$ cat config.mk
export PLATFORM = sky130hd
export DESIGN_NAME = lzd_seq
export DESIGN_NICKNAME = d
export VERILOG_FILES = /design/src/hdl/lzd_pkg.sv /design/src/hdl/lzd_alu.sv /design/src/hdl/lzd_seq.sv
export SDC_FILE = /design/constraint.sdc
export NUM_CORES = 1
export LEC_CHECK = 0
export ABC_AREA = 0
export BUFFER_PORTS_ARGS = -buffer_cell sky130_fd_sc_hd__buf_2
export CAP_MARGIN = 30
export CORE_MARGIN = 2
export CORE_UTILIZATION = 35
export DETAILED_ROUTE_END_ITERATION = 12
export SLEW_MARGIN = 15
export SYNTH_ARGS = -nofsm -noshare
export SYNTH_HDL_FRONTEND = slang
export SYNTH_SLANG_ARGS = --single-unit
$ cat constraint.sdc
create_clock -name clk -period 4.5 [get_ports clk]
set_clock_uncertainty 0.15 [all_clocks]
set_input_delay 0.225 -clock clk [delete_from_list [all_inputs] [get_ports clk]]
set_output_delay 0.225 -clock clk [all_outputs]
set_load 0.005 [all_outputs]
$ cat src/hdl/lzd_pkg.sv
package lzd_pkg;

	// Widths fixed by the stream format.
	localparam int BYTE_W = 8;
	localparam int LEN_W  = 6;
	// A distance is at most 65535 + 1, so it needs seventeen bits.
	localparam int DIST_W = 17;

	// Where the parser stands in the compressed stream.
	typedef enum logic [1:0] {
		PH_CTRL,
		PH_LIT,
		PH_DIST_A,
		PH_DIST_B
	} phase_t;

	// Sequencer states.
	typedef enum logic [2:0] {
		ST_IDLE,
		ST_LIT,
		ST_CHECK,
		ST_BAD,
		ST_BASE,
		ST_READ,
		ST_COPY
	} seq_state_t;

	// Operations of the shared subtract unit.
	typedef enum logic {
		ALU_CMP,
		ALU_WRAP
	} alu_op_t;

	// One result word handed from the sequencer to the output register.
	typedef struct packed {
		logic              load;
		logic [BYTE_W-1:0] data;
		logic              last;
		logic              bad;
	} lzd_emit_t;

endpackage

$ cat src/hdl/lzd_alu.sv
module lzd_alu
	import lzd_pkg::*;
#(
	parameter int WINDOW_DEPTH = 65536
) (
	input  alu_op_t           op,
	input  logic [DIST_W-1:0] a,
	input  logic [DIST_W-1:0] b,
	output logic [DIST_W-1:0] res,
	output logic              borrow
);

	logic [DIST_W:0] diff;

	// One subtractor serves both the range check and the start address.
	assign diff   = {1'b0, a} - {1'b0, b};
	assign borrow = diff[DIST_W];

	// In wrap mode a negative difference is folded back into the window.
	always_comb begin
		if (op == ALU_WRAP && borrow) begin
			res = diff[DIST_W-1:0] + DIST_W'(WINDOW_DEPTH);
		end else begin
			res = diff[DIST_W-1:0];
		end
	end

endmodule

$ cat src/hdl/lzd_seq.sv
module lzd_seq
	import lzd_pkg::*;
#(
	parameter int WINDOW_DEPTH = 65536,
	localparam int AW = $clog2(WINDOW_DEPTH),
	localparam int CW = $clog2(WINDOW_DEPTH + 1)
) (
	input  logic              clk,
	input  logic              arst_n,
	input  logic              in_valid,
	output logic              in_ready,
	input  logic [BYTE_W-1:0] in_byte,
	input  logic              out_free,
	input  logic [BYTE_W-1:0] rd_data,
	output logic              mem_we,
	output logic [AW-1:0]     mem_waddr,
	output logic [BYTE_W-1:0] mem_wdata,
	output logic              mem_re,
	output logic [AW-1:0]     mem_raddr,
	output lzd_emit_t         emit
);

	seq_state_t        state_q, state_d;
	phase_t            phase_q, phase_d;
	logic [7:0]        lit_left_q, lit_left_d;
	logic [6:0]        match_ctl_q, match_ctl_d;
	logic [7:0]        dist_hi_q, dist_hi_d;
	logic [DIST_W-1:0] dist_q, dist_d;
	logic [LEN_W-1:0]  count_q, count_d;
	logic [BYTE_W-1:0] byte_q, byte_d;
	logic [AW-1:0]     wp_q, rd_q, rd_d, rd_next, wp_next;
	logic [CW-1:0]     prod_q;
	logic              wr_step;

	alu_op_t           alu_op;
	logic [DIST_W-1:0] alu_a, alu_res;
	logic              alu_borrow;

	lzd_alu #(
		.WINDOW_DEPTH(WINDOW_DEPTH)
	) u_alu (
		.op    (alu_op),
		.a     (alu_a),
		.b     (dist_q),
		.res   (alu_res),
		.borrow(alu_borrow)
	);

	// Pointer steps that wrap at the end of the window.
	assign rd_next = (rd_q == AW'(WINDOW_DEPTH - 1)) ? '0 : rd_q + 1'b1;
	assign wp_next = (wp_q == AW'(WINDOW_DEPTH - 1)) ? '0 : wp_q + 1'b1;

	// History ports: writes always go to the write pointer.
	assign mem_waddr = wp_q;
	assign mem_raddr = rd_q;
	assign mem_wdata = (state_q == ST_COPY) ? rd_data : byte_q;

	// State register.
	always_ff @(posedge clk or negedge arst_n) begin
		if (!arst_n) begin
			state_q <= ST_IDLE;
		end else begin
			state_q <= state_d;
		end
	end

	// Next state, parser updates and strobes.
	always_comb begin
		state_d     = state_q;
		phase_d     = phase_q;
		lit_left_d  = lit_left_q;
		match_ctl_d = match_ctl_q;
		dist_hi_d   = dist_hi_q;
		dist_d      = dist_q;
		count_d     = count_q;
		byte_d      = byte_q;
		rd_d        = rd_q;
		in_ready    = 1'b0;
		mem_we      = 1'b0;
		mem_re      = 1'b0;
		wr_step     = 1'b0;
		emit        = '0;
		alu_op      = ALU_CMP;
		alu_a       = DIST_W'(prod_q);
		case (state_q)
			ST_IDLE: begin
				in_ready = 1'b1;
				if (in_valid) begin
					case (phase_q)
						PH_CTRL: begin
							if (in_byte[7]) begin
								match_ctl_d = in_byte[6:0];
								phase_d     = PH_DIST_A;
							end else begin
								lit_left_d = in_byte + 8'd1;
								phase_d    = PH_LIT;
							end
						end
						PH_LIT: begin
							byte_d = in_byte;
							if (lit_left_q != 8'd0) begin
								lit_left_d = lit_left_q - 8'd1;
							end
							if (lit_left_q <= 8'd1) begin
								phase_d = PH_CTRL;
							end
							state_d = ST_LIT;
						end
						PH_DIST_A: begin
							if (match_ctl_q[6]) begin
								dist_d  = DIST_W'(in_byte) + DIST_W'(1);
								phase_d = PH_CTRL;
								state_d = ST_CHECK;
							end else begin
								dist_hi_d = in_byte;
								phase_d   = PH_DIST_B;
							end
						end
						default: begin
							dist_d  = DIST_W'({dist_hi_q, in_byte}) + DIST_W'(1);
							phase_d = PH_CTRL;
							state_d = ST_CHECK;
						end
					endcase
				end
			end
			ST_LIT: begin
				if (out_free) begin
					emit.load = 1'b1;
					emit.data = byte_q;
					emit.last = 1'b1;
					mem_we    = 1'b1;
					wr_step   = 1'b1;
					state_d   = ST_IDLE;
				end
			end
			ST_CHECK: begin
				// A borrow means the distance reaches past the bytes produced.
				alu_op  = ALU_CMP;
				alu_a   = DIST_W'(prod_q);
				count_d = match_ctl_q[LEN_W-1:0];
				state_d = alu_borrow ? ST_BAD : ST_BASE;
			end
			ST_BAD: begin
				if (out_free) begin
					emit.load = 1'b1;
					emit.last = 1'b1;
					emit.bad  = 1'b1;
					state_d   = ST_IDLE;
				end
			end
			ST_BASE: begin
				alu_op  = ALU_WRAP;
				alu_a   = DIST_W'(wp_q);
				rd_d    = alu_res[AW-1:0];
				state_d = ST_READ;
			end
			ST_READ: begin
				mem_re  = 1'b1;
				rd_d    = rd_next;
				state_d = ST_COPY;
			end
			ST_COPY: begin
				// The copied byte is written back before the next read.
				if (out_free) begin
					emit.load = 1'b1;
					emit.data = rd_data;
					emit.last = (count_q == '0);
					mem_we    = 1'b1;
					wr_step   = 1'b1;
					if (count_q == '0) begin
						state_d = ST_IDLE;
					end else begin
						count_d = count_q - 1'b1;
						state_d = ST_READ;
					end
				end
			end
			default: begin
				state_d = ST_IDLE;
			end
		endcase
	end

	// Parser state and window pointers.
	always_ff @(posedge clk or negedge arst_n) begin
		if (!arst_n) begin
			phase_q     <= PH_CTRL;
			lit_left_q  <= '0;
			match_ctl_q <= '0;
			dist_hi_q   <= '0;
			wp_q        <= '0;
			prod_q      <= '0;
		end else begin
			phase_q     <= phase_d;
			lit_left_q  <= lit_left_d;
			match_ctl_q <= match_ctl_d;
			dist_hi_q   <= dist_hi_d;
			if (wr_step) begin
				wp_q <= wp_next;
				if (prod_q != CW'(WINDOW_DEPTH)) begin
					prod_q <= prod_q + 1'b1;
				end
			end
		end
	end

	// Working registers of the current item.
	always_ff @(posedge clk) begin
		dist_q  <= dist_d;
		count_q <= count_d;
		byte_q  <= byte_d;
		rd_q    <= rd_d;
	end

endmodule

==> reports/results.md <==
### Placed design
* 11.7 mm — Detailed Place HPWL
* 0.858 — final weighted congestion of routability-driven global placement
* 73 — Port Buf Inserts

### Global route
* 62 — maximum number of pins on one net before global-route repair
* 16.2% — all-layer global routing usage
* 25.5 mm — wire length of the first global-routing pass
* 4,900 — number of global-route vias before repair
* 0 — antenna violations before repair
* 0 — global route total overflow

### Power
* 0.216 mV — Worst VDD drop
* 3.30 nW — Leak
* 0.00382 W — Design Power
* 508 mW/mm2 — power per cell area

### Flow run
* 0 — max capacitance violation total

### STA
* 0 ps — accumulated negative setup slack
* 0 — final hold violation count
* 251 MHz — highest clock frequency the design can meet
* 0 — Setup-failing EPs final
* 9.49 ps — Hold Worst Slack
* 39.3% — Worst slew margin
* 910 ps — slew of the pin with the lowest slew margin
* false — RSZ-0062 raised after global routing
* 3990 ps — shortest period the worst path allows
* 0 — Slew Viols, Final
* 88.7% — final period utilization

### Synthesis
* 56.5% — proportion of register bits with asynchronous set or reset after synthesis
* 65 — count of distinct cell types in the synthesized netlist
* 44.7% — share of the yosys chip area belonging to registers
* 751 — post-synth net total
* sky130_fd_sc_hd__nand2_1 — most common cell in the netlist
* sky130_fd_sc_hd__dfrtp_1 — post-synth top area cell
* 0.00657 mm2 — post-synthesis cell area
* 47 — number of enable flip-flop cells after synthesis
* 9.32 um2 — Avg Synthesized Cell Area
* 0 — yosys synthesis warning count
* sky130_fd_sc_hd__dfrtp_1 23%, sky130_fd_sc_hd__edfxtp_1 21%, sky130_fd_sc_hd__nand2_1 6.5% — leading post-synthesis cells by cell area
* 23.2% — share of the synthesized area in the top cell type
* 705 — number of cells produced by synthesis
* 113 x sky130_fd_sc_hd__nand2_1, 61 x sky130_fd_sc_hd__dfrtp_1, 47 x sky130_fd_sc_hd__edfxtp_1 — Synth top cells by count
* sky130_fd_sc_hd__dfrtp_1 — Main synth FF type
* 108 — Seq cells post-synth

### Detailed routing
* 0 — post-detailed-route count of antenna-violating nets
* 284 — Initial DRC Count
* 5,190 — via count
* 5 — first-pass detailed-route iteration total
* 15.5 mm — final routed wirelength across all metal layers
* 0 — DR DRC count
* 15.3 um — post-detailed-route wirelength per cell
* 5.12 — Via density

### Final layout
* 14.6% — Layout area overhead
* 40.5% — final core utilization
* 0 — count of antenna diodes in the layout
* 15.6% — layout cell share with drive strength beyond 1
* 821 — number of nets in the layout

### Die
* 74 — number of placed I/O pins
* 35.3% — starting utilization of the core area
* 0.0199 mm2 — die footprint
* 141 um — Die H
* 0.0186 mm2 — placeable core region
* 50 — # rows
* 141 um — Die X

### Clocking
* sky130_fd_sc_hd__clkbuf_16 — clock root buffer
* 108 — clock sink count
* 360 ps — worst skew pair latency
* built — CTS tree
* 9 — TritonCTS buffer count
* 3 — CTS HTree Levels
* 2 — maximum clock insertion buffer count
* 90 ps — clock edge transition at the registers on the reported setup and hold paths

### Setup path
* 19 — critical path fanouts, max
* 4470 ps — WP data required
* flop — Critical Path Sink Type
* flop — Critical Path Start Type
* 11 — cell count of the worst reg-to-reg path
* 3960 ps — arrival time worst endpoint
* reg2reg — category of the critical setup timing path

### Run status
* finished clean — result of the run

### Worst hold path
* in2reg — hold crit path type
* 3 — depth of the worst hold-timing path

## worst max-delay path, stage by stage (launching register included)
cell and delay, ps:
sky130_fd_sc_hd__dfrtp_1 540, sky130_fd_sc_hd__nand2b_1 260, sky130_fd_sc_hd__nor2_1 190, sky130_fd_sc_hd__buf_4 280, sky130_fd_sc_hd__mux2_2 360, sky130_fd_sc_hd__ha_1 340, sky130_fd_sc_hd__a211oi_1 310, sky130_fd_sc_hd__o21bai_1 160
sky130_fd_sc_hd__and2_1 190, sky130_fd_sc_hd__nor3b_1 450, sky130_fd_sc_hd__a2111oi_0 210, sky130_fd_sc_hd__a311o_1 300
## kinds of logic after synthesis
group / after synthesis / synth area share [%]
AOI/OAI and AO/OA: 144 / 13.4
xor gates and xnor gates: 60 / 8.00
adders and majority gates: 26 / 5.07
buffers and inverters: 64 / 3.73
DFF: 108 / 44.7
muxes: 22 / 3.72
and+or+nand+nor: 281 / 21.3
## what timing repair did
action,4_1_cts,5_1_grt
hold buffers,3,0
endpoints found under the setup margin,0,0
hold endpoints to repair,65,0
resized for setup,0,0
buffers inserted,0,0
## final cells by class
class | count | area (um2)
Sequential cell | 108 | 2940
Clock buffer | 9 | 225
Fill cell | 1878 | 11100
Tap cell | 234 | 293
Multi-Input combinational cell | 533 | 3380
Inverter | 42 | 158
Timing Repair Buffer | 81 | 434
Clock inverter | 7 | 91.3
## flip-flops by register name, summed over array words and instances, names as in the netlist, 3 cells and up
register,flops
lit_left_q,8
state_q,3
count_q,6
match_ctl_q,7
mem_raddr,16
dist_q,17
mem_waddr,16
byte_q,8
dist_hi_q,8
prod_q,17
## worst paths after layout
path | from | end | slack, ps
worst max register to register | state_q[1] | mem_raddr[14] | 510
worst min register to register | match_ctl_q[2] | match_ctl_q[2] | 350
worst min-delay path | in_byte[7] | dist_hi_q[7] | 9
min in group asynchronous | arst_n | mem_waddr[11] | 410
worst max-delay path | state_q[1] | mem_raddr[14] | 510
max in group asynchronous | arst_n | dist_hi_q[2] | 3250
## layer usage
metal | global-route usage, % | up-vias | wire length, um
li1 | - | 2625 | -
met1 | 22.8 | 2460 | 7500
met2 | 26.1 | 90 | 7240
met3 | 2.55 | 15 | 515
met4 | 4.68 | 0 | 245
met5 | 0 | - | 0
## power breakdown
part	leakage [nW]	total, W	internal [W]	switching [W]
combinational	1.92	0.00139	0.000599	0.000791
sequential	1.23	0.00161	0.00132	0.000289
clock	0.152	0.000827	0.000402	0.000425
total	3.30	0.00382	0.00232	0.00150
## through the flow
stage	worst slack, ps	std cells	cell area (um2)
floorplan	806	705	6570
global placement	625	993	7160
detailed placement	553	994	7170
CTS	511	1013	7520
global route	134	1014	7520
finish	509	1014	7520
## cells in the final DEF (no fill, tap or decap), drive strengths merged, types with 4 or more instances in the layout
master / instances
nand2: 114
buf: 78
dfrtp: 61
o21ai: 49
edfxtp: 47
nor2: 46
a21oi: 44
inv: 44
xnor2: 39
nand3: 29
ha: 25
xor2: 21
mux2: 19
nor3: 15
nand4: 13
or3: 12
nand2b: 10
and3: 10
o22ai: 9
clkbuf: 9
nor2b: 8
a21o: 5
nor3b: 5
clkinv: 5
nor4: 4
a31oi: 4
o32ai: 4
No activity file was read; power rests on OpenSTA's default activity.
